File: src/sv/hfe_pkg.sv
package hfe_pkg;

   // Coordinate width inside the block: wide enough for a corner plus twice a span.
   localparam int CoordWidth = 7;
   localparam int PcWidth    = 5;
   localparam int AccWidth   = 36;

   // Feature kinds.
   localparam logic [2:0] KIND_TWO_H   = 3'd0;
   localparam logic [2:0] KIND_TWO_V   = 3'd1;
   localparam logic [2:0] KIND_THREE_H = 3'd2;
   localparam logic [2:0] KIND_THREE_V = 3'd3;
   localparam logic [2:0] KIND_FOUR    = 3'd4;

   // Request types.
   localparam logic REQ_LOAD = 1'b0;
   localparam logic REQ_EVAL = 1'b1;

   // Microcode operations.
   localparam logic [1:0] OP_DISPATCH = 2'd0;
   localparam logic [1:0] OP_READ     = 2'd1;
   localparam logic [1:0] OP_FINISH   = 2'd2;

   // Corner row selects.
   localparam logic [1:0] R_Y1   = 2'd0;
   localparam logic [1:0] R_Y2   = 2'd1;
   localparam logic [1:0] R_Y2E  = 2'd2;
   localparam logic [1:0] R_Y2EE = 2'd3;

   // Corner column selects.
   localparam logic [1:0] C_X1   = 2'd0;
   localparam logic [1:0] C_X2   = 2'd1;
   localparam logic [1:0] C_X2D  = 2'd2;
   localparam logic [1:0] C_X2DD = 2'd3;

   // Program entry points.
   localparam logic [PcWidth-1:0] PC_DISPATCH = 5'd0;
   localparam logic [PcWidth-1:0] PC_RECT_A   = 5'd1;
   localparam logic [PcWidth-1:0] PC_FINISH   = 5'd5;
   localparam logic [PcWidth-1:0] PC_RECT_B   = 5'd6;
   localparam logic [PcWidth-1:0] PC_RECT_C   = 5'd10;
   localparam logic [PcWidth-1:0] PC_RECT_D   = 5'd14;
   localparam logic [PcWidth-1:0] PC_RECT_E   = 5'd18;
   localparam logic [PcWidth-1:0] PC_RECT_F   = 5'd22;

   typedef struct packed {
      logic              req_type;
      logic [4:0]        load_row;
      logic [4:0]        load_col;
      logic signed [31:0] load_value;
      logic [2:0]        feat_kind;
      logic [4:0]        left_col;
      logic [4:0]        top_row;
      logic [4:0]        right_col;
      logic [4:0]        bottom_row;
   } req_word_type;

   typedef struct packed {
      logic signed [AccWidth-1:0] feature_value;
      logic                       feature_ok;
   } rsp_word_type;

   typedef struct packed {
      logic [1:0]         op;
      logic [1:0]         row_sel;
      logic [1:0]         col_sel;
      logic               neg;
      logic               jump;
      logic [PcWidth-1:0] target;
   } ucode_type;

   typedef struct packed {
      logic       rd_en;
      logic [1:0] row_sel;
      logic [1:0] col_sel;
      logic       neg;
      logic       finish;
   } seq_ctl_type;

   function automatic ucode_type uc(input logic [1:0] op, input logic [1:0] row_sel,
                                    input logic [1:0] col_sel, input logic neg,
                                    input logic jump, input logic [PcWidth-1:0] target);
      ucode_type w;
      w.op      = op;
      w.row_sel = row_sel;
      w.col_sel = col_sel;
      w.neg     = neg;
      w.jump    = jump;
      w.target  = target;
      return w;
   endfunction

   // Each rectangle is four reads: both main-diagonal corners added, the other two
   // subtracted, all flipped when the rectangle itself carries a minus sign.
   // Programs share rectangles by jumping into each other's tails.
   function automatic ucode_type ucode_rom(input logic [PcWidth-1:0] pc);
      ucode_type w;
      case (pc)
         5'd0:  w = uc(OP_DISPATCH, R_Y1, C_X1, 1'b0, 1'b0, PC_DISPATCH);
         // Rectangle A, plus.
         5'd1:  w = uc(OP_READ, R_Y1, C_X1, 1'b0, 1'b0, PC_DISPATCH);
         5'd2:  w = uc(OP_READ, R_Y2, C_X2, 1'b0, 1'b0, PC_DISPATCH);
         5'd3:  w = uc(OP_READ, R_Y1, C_X2, 1'b1, 1'b0, PC_DISPATCH);
         5'd4:  w = uc(OP_READ, R_Y2, C_X1, 1'b1, 1'b0, PC_DISPATCH);
         5'd5:  w = uc(OP_FINISH, R_Y1, C_X1, 1'b0, 1'b0, PC_DISPATCH);
         // Rectangle B, right of A, minus.
         5'd6:  w = uc(OP_READ, R_Y1, C_X2,  1'b1, 1'b0, PC_DISPATCH);
         5'd7:  w = uc(OP_READ, R_Y2, C_X2D, 1'b1, 1'b0, PC_DISPATCH);
         5'd8:  w = uc(OP_READ, R_Y1, C_X2D, 1'b0, 1'b0, PC_DISPATCH);
         5'd9:  w = uc(OP_READ, R_Y2, C_X2,  1'b0, 1'b1, PC_RECT_A);
         // Rectangle C, below A, minus.
         5'd10: w = uc(OP_READ, R_Y2,  C_X1, 1'b1, 1'b0, PC_DISPATCH);
         5'd11: w = uc(OP_READ, R_Y2E, C_X2, 1'b1, 1'b0, PC_DISPATCH);
         5'd12: w = uc(OP_READ, R_Y2,  C_X2, 1'b0, 1'b0, PC_DISPATCH);
         5'd13: w = uc(OP_READ, R_Y2E, C_X1, 1'b0, 1'b1, PC_RECT_A);
         // Rectangle D, right of B, plus.
         5'd14: w = uc(OP_READ, R_Y1, C_X2D,  1'b0, 1'b0, PC_DISPATCH);
         5'd15: w = uc(OP_READ, R_Y2, C_X2DD, 1'b0, 1'b0, PC_DISPATCH);
         5'd16: w = uc(OP_READ, R_Y1, C_X2DD, 1'b1, 1'b0, PC_DISPATCH);
         5'd17: w = uc(OP_READ, R_Y2, C_X2D,  1'b1, 1'b1, PC_RECT_B);
         // Rectangle E, below C, plus.
         5'd18: w = uc(OP_READ, R_Y2E,  C_X1, 1'b0, 1'b0, PC_DISPATCH);
         5'd19: w = uc(OP_READ, R_Y2EE, C_X2, 1'b0, 1'b0, PC_DISPATCH);
         5'd20: w = uc(OP_READ, R_Y2E,  C_X2, 1'b1, 1'b0, PC_DISPATCH);
         5'd21: w = uc(OP_READ, R_Y2EE, C_X1, 1'b1, 1'b1, PC_RECT_C);
         // Rectangle F, diagonal of A, plus.
         5'd22: w = uc(OP_READ, R_Y2,  C_X2,  1'b0, 1'b0, PC_DISPATCH);
         5'd23: w = uc(OP_READ, R_Y2E, C_X2D, 1'b0, 1'b0, PC_DISPATCH);
         5'd24: w = uc(OP_READ, R_Y2,  C_X2D, 1'b1, 1'b0, PC_DISPATCH);
         5'd25: w = uc(OP_READ, R_Y2E, C_X2,  1'b1, 1'b0, PC_DISPATCH);
         // Second copy of rectangle B for the checkerboard, continuing into C and A.
         5'd26: w = uc(OP_READ, R_Y1, C_X2,  1'b1, 1'b0, PC_DISPATCH);
         5'd27: w = uc(OP_READ, R_Y2, C_X2D, 1'b1, 1'b0, PC_DISPATCH);
         5'd28: w = uc(OP_READ, R_Y1, C_X2D, 1'b0, 1'b0, PC_DISPATCH);
         5'd29: w = uc(OP_READ, R_Y2, C_X2,  1'b0, 1'b1, PC_RECT_C);
         default: w = uc(OP_FINISH, R_Y1, C_X1, 1'b0, 1'b0, PC_DISPATCH);
      endcase
      return w;
   endfunction

   function automatic logic [PcWidth-1:0] entry_point(input logic [2:0] kind,
                                                      input logic fits);
      logic [PcWidth-1:0] pc;
      pc = PC_FINISH;
      if (fits) begin
         unique case (kind)
            KIND_TWO_H:   pc = PC_RECT_B;
            KIND_TWO_V:   pc = PC_RECT_C;
            KIND_THREE_H: pc = PC_RECT_D;
            KIND_THREE_V: pc = PC_RECT_E;
            KIND_FOUR:    pc = PC_RECT_F;
            default:      pc = PC_FINISH;
         endcase
      end
      return pc;
   endfunction

endpackage

File: src/sv/hfe_sequencer.sv
module hfe_sequencer (
   input  logic                 clock,
   input  logic                 reset,
   input  logic                 eval_start,
   input  logic [2:0]           eval_kind,
   input  logic                 eval_fits,
   output logic                 busy,
   output hfe_pkg::seq_ctl_type ctl
);
   import hfe_pkg::*;

   logic               busy_ff, busy_in;
   logic [PcWidth-1:0] pc_ff, pc_in;
   logic [PcWidth-1:0] entry_ff, entry_in;
   ucode_type          word;

   assign word = ucode_rom(pc_ff);

   always_comb begin
      busy_in  = busy_ff;
      pc_in    = pc_ff;
      entry_in = entry_ff;
      ctl      = '0;
      ctl.row_sel = word.row_sel;
      ctl.col_sel = word.col_sel;
      ctl.neg     = word.neg;
      if (busy_ff) begin
         unique case (word.op)
            OP_DISPATCH: pc_in = entry_ff;
            OP_READ: begin
               ctl.rd_en = 1'b1;
               pc_in     = word.jump ? word.target : pc_ff + 1'b1;
            end
            OP_FINISH: begin
               ctl.finish = 1'b1;
               busy_in    = 1'b0;
            end
            default: busy_in = 1'b0;
         endcase
      end else if (eval_start) begin
         busy_in  = 1'b1;
         pc_in    = PC_DISPATCH;
         entry_in = entry_point(eval_kind, eval_fits);
      end
   end

   always_ff @(posedge clock) begin
      if (reset) begin
         busy_ff  <= 1'b0;
         pc_ff    <= PC_DISPATCH;
         entry_ff <= PC_FINISH;
      end else begin
         busy_ff  <= busy_in;
         pc_ff    <= pc_in;
         entry_ff <= entry_in;
      end
   end

   assign busy = busy_ff;

endmodule

File: config.mk
export PLATFORM = sky130hd
export DESIGN_NAME = hfe_sequencer
export DESIGN_NICKNAME = d
export VERILOG_FILES = /design/src/sv/hfe_pkg.sv /design/src/sv/hfe_sequencer.sv
export SDC_FILE = /design/constraint.sdc
export NUM_CORES = 1
export LEC_CHECK = 0
export BUFFER_PORTS_ARGS = -buffer_cell sky130_fd_sc_hd__clkbuf_2
export CORE_MARGIN = 5
export CORE_UTILIZATION = 57
export DETAILED_ROUTE_END_ITERATION = 8
export MAX_ROUTING_LAYER = met4
export PLACE_DENSITY_LB_ADDON = 0.2
export SYNTH_ARGS = -nofsm -noshare
export SYNTH_HDL_FRONTEND = slang
export SYNTH_SLANG_ARGS = --single-unit
File: constraint.sdc
create_clock -name clock -period 3.3 [get_ports clock]
set_clock_uncertainty 0.15 [all_clocks]
set_input_delay 0.165 -clock clock [delete_from_list [all_inputs] [get_ports clock]]
set_output_delay 0.165 -clock clock [all_outputs]
set_load 0.01 [all_outputs]
# Word level (Yosys, flattened, before mapping)

Memory sizes are Yosys's and may differ from the RTL's. A register that Yosys moved wholly into a read port is not among the register bits.
Cells that the tools add are included.

ROM bits: 384
Memories kept: 1
Output and inout bits: 8
Word-level logic and storage cells: 34
Bits in registers: 11

Reduce and logical (&&, ||, !) cells: 6
Muxes and demuxes: 15
$add $sub $neg: 1
Bitwise logic cells: 1
Eq/ne operators: 7

Memory list:

| memory          | words | bits a word | rd ports | clocked after memory_dff | write ports | line          | text |
|---|---|---|---|---|---|---|---|
| (no name shown) | 32    | 12          | 1        | 1                        | 0           | hfe_pkg.sv:98 | `case (pc)` |

Operators by type and width:

| kind                                                                     | number |
|---|---|
| 5-bit 2-to-1 mux                                                         | 6 |
| 5-bit case mux with 5 select lines                                       | 1 |
| 5-bit case mux with 2 select lines                                       | 1 |
| 1-bit 2-to-1 mux                                                         | 7 |
| 3-bit by 2-bit equality test with 1-bit output (second input constant)   | 2 |
| 5-bit by 1-bit adder with 5-bit output (second input constant)           | 1 |
| 2-bit AND reduction                                                      | 2 |
| 3-bit by 1-bit equality test with 1-bit output (second input constant)   | 1 |
| 3-bit equality test (second input constant)                              | 1 |
| 3-bit logical NOT                                                        | 1 |
| 3-bit by 1-bit inequality test with 1-bit output (second input constant) | 1 |
| 2-bit by 1-bit equality test with 1-bit output (second input constant)   | 1 |
| 2-bit equality test (second input constant)                              | 1 |
| 2-bit logical NOT                                                        | 1 |
| 2-bit nonzero test                                                       | 1 |
| 2-bit OR reduction                                                       | 1 |
| 1-bit NOT                                                                | 1 |

# Logic depth before layout (Yosys ltp)

Gate-level depths: netlist of run 1.

Depth in word-level cells: 6
Mapped depth: 11
Depth with buffers taken out: 10

# Worst setup path before layout of run 1

No wires, ideal clock.

Kind: flip-flop to flip-flop
Start point: register busy_ff (netlist: busy)
End point: register word[9] (netlist name)
Slack: 0.826 ns
Data required time: 3.026 ns
Buffers on the path: 2
Arrival time: 2.201 ns
Cell stages (with the launch flop): 12
Cell sequence: dfxtp_1 > nor2b_1 > buf_2 > a21oi_1 > o221a_2 > buf_2 > inv_1 > ha_1 > inv_1 > mux2i_1 > a221oi_1 > o21ai_0

Word-level cells in the longest chain between the ends: 4
Elaborated cells on any way between the ends: 6
Classes of those cells: eq/ne (1); mux (3); reduce/logical (2)

RTL lines:

| item                                                                                                    | line                | text |
|---|---|---|
| start: declaration                                                                                      | hfe_sequencer.sv:12 | `logic busy_ff, busy_in;` |
| start signal: assignment                                                                                | hfe_sequencer.sv:53 | `busy_ff <= busy_in;` |
| 3-bit by 1-bit inequality test with 1-bit output (no source line) or 2-bit nonzero test (tied branches) | --                  |  |
| 2-bit AND reduction (no source line)                                                                    | --                  |  |
| 5-bit 2-to-1 mux (no source line) * (2 in a row)                                                        | --                  |  |

Every way passes the cells marked *; elsewhere a longest branch is shown, timed or not.
A chain may end at the register's enable or synchronous reset.

# Worst setup path in the final report of run 1

Start point: register busy_ff (netlist: busy)
End point: register word[9] (netlist name)

Word-level cells in the longest chain between the ends: 4
Elaborated cells on any way between the ends: 6
Classes of those cells: eq/ne (1); mux (3); reduce/logical (2)

RTL lines:

| item |
|---|
| 3-bit by 1-bit inequality test with 1-bit output (no source line) or 2-bit nonzero test (tied branches) |
| 2-bit AND reduction (no source line) |
| 5-bit 2-to-1 mux (no source line) * (2 in a row) |

Marked as above.

==> metrics.yaml, run 1 <==
crit_slowest_cell: "nor2b_1"
power_uw: 689
die_area_um2: 3540
ant_nets: 0
syn2layout_area_growth_pct: 5.55
die_w_um: 59.5
track_usage: 0.188
synth_edf_count: 0
tritoncts: "built"
grt_pass1_vias: 1164
overflow: 0
min_period_ps: 2850
tns_ps: 0
io_buffer_count: 14
start_util: 0.580
cp-start-kind: "flop"
via_per_inst: 5.88
core.rowCount: 18
synth.top_cell.area_share: 0.329
path_cells: "nor2b_1, a21oi_1, o221a_2, inv_1, ha_1, inv_1, mux2i_1, a221oi_1, o21ai_0"
finalSetupViolCount: 0
ys_ff_latch: 23
async_flop_share: 0
drive_gt1_frac: 0.219
grt_pass1_wl_um: 4950
yosys_warnings: 0
drt_iter0_markers: 63
cts_setup_buffers: 0
min_path_type: "in -> reg"
stdcell_area_um2: 1480
min_period_over_period: 0.864
h-tree-depth: 1
end_kind: "flop"
num_vias: 1170
holdWs_ps: 39.2
clkSlewWorstSetupHoldPaths_ps: 140
fmax_ghz: 0.351
wl_met3_um: 62
ctsResizeCount: 0
met1Wirelength_um: 1340
grt_max_degree: 15
cts_made_buffers: 3
coreArea_um2: 2410
crit_type: "reg -> reg"
irDropWorstVdd_mv: 0.322
wirelength_um: 2990
nFillCells: 230
cpPeakStageDelay_ps: 530
num_antenna_cells: 0
placement.cell_area_um2: 1430
firstDrtPassIters: 4
place_congestion: 0.904
routed.top_layer: "met4"
synthDistinctLibCells: 48
final_cells: 199
max_slew_margin: 0.573
synth_area_leaders: "dfxtp_1, ha_1, a21oi_1, nand2_1, mux2i_1"
synth_top_area_cell: "dfxtp_1"
final_hold_viol_count: 0
yosysSeqAreaShare: 0.329
syn_area_um2: 1400
synthFlopType: "dfxtp_1"
p_leak_uw: 0.000653
syn-num-nets: 174
root_buffer: "clkbuf_4"
cts_sinks: 23
maxSlewViolCount: 0
required_ps: 3330
critPathMaxFanout: 13
clockBufferDepth: 2
drc: 0
nets: 184
cap_violations: 0
wl_met2_um: 1550
ios: 15
tightest_slew_ps: 639
postSynthCellCount: 160
wl_per_cell_um: 15.0
crit_path_frequent_cell: "inv_1"
postSynthAreaPerCell_um2: 8.73
status: "completed"
grt_setup_unrepaired: "no"
dp_hpwl_um: 2240
die_h_um: 59.5
hold_buffers: 2
clk-insertion-delay-late_ps: 310
critPathArrivalTime_ps: 2890
antenna_found_initial: 0
place_inst: 193
p_per_area_nw_per_um2: 467
## routing by layer
metal | vias up | GRT usage
li1 | 592 | -
met2 | 10 | 0.326
met3 | 4 | 0.0327
met1 | 564 | 0.211
met4 | 0 | 0.0791
met5 | - | -
## kinds of logic (layout without fill, tap and decap cells)
family | after synthesis | in the layout | share of synthesized area
multiplexers | 7 | 7 | 0.0528
AND/OR/NAND/NOR | 50 | 50 | 0.192
adder cells (fa/ha/maj) | 7 | 7 | 0.0627
XOR/XNOR | 3 | 3 | 0.0188
AO/OA/AOI/OAI | 46 | 46 | 0.243
buffers and inverters | 24 | 33 | 0.102
flip-flops | 23 | 23 | 0.329
## power breakdown
group | internal (µW) | switching, µW
sequential | 308 | 24.8
combinational | 95.6 | 131
clock | 45.2 | 84.0
total | 449 | 240
## flip-flops by register name, summed over array words and instances, names as in the netlist
register,flops
pc_ff,5
busy,1
entry_ff,5
word,12
## metrics by stage
stage | worst slack (ps) | utilization
2_1_floorplan | 826 | -
3_3_place_gp | 676 | 0.592
3_5_place_dp | 534 | 0.592
4_1_cts | 482 | 0.612
5_1_grt | 240 | 0.612
6_report | 447 | 0.612
## cells in the mapped netlist (3+ instances only)
cell type / count
mux2i_1: 4
buf_4: 5
nand2b_1: 6
a211oi_1: 3
nor2_1: 9
dfxtp_1: 23
inv_1: 8
xor2_1: 3
mux2_2: 3
ha_1: 7
nand3_1: 7
o21ai_0: 5
a21oi_1: 13
buf_6: 3
buf_2: 5
nor2b_1: 3
nand2_1: 12
## critical path: cells and delay by family, from the launching register on
family	cells	cell delay, ps
compound gates	4	950
fa+ha+maj	1	320
buf+inv	2	280
flops	1	390
mux	1	90
simple gates	1	530
## cell type report
type	instances	area [µm²]	share of cell area
inverters	10	42.5	0.0288
clock inverters	1	5.00	0.00339
repair buffers	19	113	0.0763
well taps	30	37.5	0.0254
flip-flops and latches	23	460	0.312
multi-input cells	113	795	0.539
clock buffers	3	22.5	0.0153
## worst paths after layout
path	startpoint	to	slack, ps	cells after the start
min reg2reg	entry_ff[0]$_SDFFE_PP1P_	entry_ff[0]$_SDFFE_PP1P_	310	2
max	busy$_SDFF_PP0_	word[9]$_DFF_P_	450	9
max reg2reg	busy$_SDFF_PP0_	word[9]$_DFF_P_	450	9
min	eval_start	busy$_SDFF_PP0_	40	3
## placed cells by master, fill, tap and decap left out, types with 3 or more instances in the layout
cell / instances
a211oi_1: 3
a21oi_1: 13
buf_4: 3
clkbuf_2: 14
clkbuf_4: 3
dfxtp_1: 23
ha_1: 7
inv_1: 8
mux2_2: 3
mux2i_1: 4
nand2_1: 12
nand2b_1: 6
nand3_1: 7
nor2_1: 9
nor2b_1: 3
o21ai_0: 5
xor2_1: 3
Power figures use the tool's default switching activity.
==> inputs of run 2 (changes only) <==
--- a/config.mk
+++ b/config.mk
@@ -7,7 +7,7 @@
 export LEC_CHECK = 0
 export BUFFER_PORTS_ARGS = -buffer_cell sky130_fd_sc_hd__clkbuf_2
 export CORE_MARGIN = 5
-export CORE_UTILIZATION = 57
+export CORE_UTILIZATION = 52
 export DETAILED_ROUTE_END_ITERATION = 8
 export MAX_ROUTING_LAYER = met4
 export PLACE_DENSITY_LB_ADDON = 0.2
==> constraint.sdc (replaced) <==
create_clock -name clock -period 2.3 [get_ports clock]
set_clock_uncertainty 0.15 [all_clocks]
set_input_delay 0.115 -clock clock [delete_from_list [all_inputs] [get_ports clock]]
set_output_delay 0.115 -clock clock [all_outputs]
set_load 0.01 [all_outputs]
==> metrics.yaml, run 2 (synthesis gave the netlist of run 1 again) <==
status: "finished, violations left"
violations: "negative setup slack"
ff2ff_setup_slack_ps: -20
crit_type: "reg -> reg"
min_period_ps: 2320
clkSlewWorstSetupHoldPaths_ps: 120
clockBufferDepth: 2
fmax_ghz: 0.432
drt_iter0_markers: 24
drc: 0
p_per_area_nw_per_um2: 636
maxSlewViolCount: 0
finalSetupViolCount: 1
final_common_cell: "buf_4"
grt_max_degree: 15
grt_setup_unrepaired: "yes"
grt_pass1_wl_um: 5260
required_ps: 2350
tightest_slew_ps: 382
nFillCells: 213
num_antenna_cells: 0
root_buffer: "clkbuf_4"
start_util: 0.554
min-delay-start: "eval_kind[2]"
holdPathEnd: "entry_ff[4]$_SDFFE_PP0P_"
place_congestion: 0.912
die_area_um2: 3820
max_slew_margin: 0.745
reg2reg_from: "word[12]$_DFF_P_"
placement.cell_area_um2: 1550
irDropWorstVdd_mv: 0.449
syn2layout_area_growth_pct: 22.4
antenna_found_initial: 0
nets: 204
track_usage: 0.193
clk-insertion-delay-late_ps: 300
stdcell_area_um2: 1710
min_path_type: "in -> reg"
overflow: 0
io_buffer_count: 14
cts_made_buffers: 3
min_period_over_period: 1.01
cp-start-kind: "flop"
p_leak_uw: 0.000751
wl_per_cell_um: 15.1
die_h_um: 61.8
dp_hpwl_um: 2470
firstDrtPassIters: 4
coreArea_um2: 2520
most-common-layout-cells: "buf_4, dfxtp_1, clkbuf_2"
tritoncts: "built"
ant_nets: 0
whs_path_depth: 3
holdWs_ps: 22.6
drive_gt1_frac: 0.376
die_w_um: 61.8
h-tree-depth: 1
final_hold_viol_count: 0
r2r.worst_path.cells: 9
num_vias: 1242
critPathArrivalTime_ps: 2370
ios: 15
wirelength_um: 3300
grt_pass1_vias: 1228
core.rowCount: 18
via_per_inst: 5.67
end_kind: "flop"
rr_endpoint: "word[9]$_DFF_P_"
fin_ws_ps: -15.9
largest_reg_flops: 12
dp_slack_ps: -66.9
critPathMaxFanout: 5
cap_violations: 0
cts_sinks: 23
-- run 2: cell types whose count changed in the layout (fill, tap and decap cells not counted), sizes merged --
| cell | delta |
|---|---|
| dlygate4sd3 | +1 |
| buf | +19 |
| clkinv | -1 |
| clkbuf | +1 |
-- run 2: per-layer routing --
layer | track usage | wire length [µm] | vias up
met3 | 0.0186 | 84 | 2
met4 | 0.0727 | 29 | 0
met1 | 0.215 | 1390 | 597
met5 | - | 0 | -
li1 | - | - | 630
met2 | 0.351 | 1790 | 13
-- run 2: cell type report --
| cell class | instances | area, µm² | area share |
|---|---|---|---|
| sequential | 23 | 465 | 0.272 |
| clock buffer | 4 | 26.3 | 0.0154 |
| inverter | 10 | 47.5 | 0.0278 |
| timing repair buffer | 39 | 265 | 0.155 |
| multi-input combinational | 113 | 868 | 0.508 |
| tap | 30 | 37.5 | 0.0219 |
-- run 2: what timing repair did --
item | CTS | global route
pin swaps | 2 | 6
buffers inserted | 0 | 5
gates resized for setup | 2 | 13
setup endpoints to repair | 2 | 6
hold buffers | 3 | 0
hold endpoints to repair | 4 | 0
gates cloned | 0 | 0
-- run 2: where the power goes --
group	leakage (µW)	internal (µW)	total, µW	switching [µW]
sequential	0.000191	444	474	30.2
combinational	0.000545	206	433	227
clock	0.0000150	67.6	181	114
total	0.000751	718	1090	371
-- run 2: worst max path at each step --
stage               cells after the start  slack [ps]         endpoint             startpoint
finish                                  9         -20  word[9]$_DFF_P_       word[12]$_DFF_P_
detailed placement                      8         -70  word[9]$_DFF_P_        word[5]$_DFF_P_
global placement                        8          50  word[8]$_DFF_P_        word[5]$_DFF_P_
CTS                                     9           5  word[7]$_DFF_P_  pc_ff[0]$_SDFFE_PP0N_
global route                            9        -100  word[9]$_DFF_P_       word[12]$_DFF_P_
floorplan                              10          10  word[7]$_DFF_P_  pc_ff[0]$_SDFFE_PP0N_
-- run 2: worst max-delay path, stage by stage, from the launching register on --
cell      delay, ps
dfxtp_1         370
nand3b_1        270
nor2_1          190
o221a_2         290
inv_4            60
ha_4            300
inv_2            50
mux2i_2         150
a221oi_2        290
o21ai_1          90
-- run 2: through the flow --
| step | setup TNS (ps) | instances | power (µW) | utilization |
|---|---|---|---|---|
| 2_1_floorplan | 0 | 160 | 762 | - |
| 5_1_grt | -217 | 219 | 1160 | 0.678 |
| 3_3_place_gp | 0 | 207 | 848 | 0.615 |
| 3_5_place_dp | -66.9 | 207 | 862 | 0.615 |
| 4_1_cts | 0 | 214 | 1050 | 0.640 |
| 6_report | -15.9 | 219 | 1090 | 0.678 |
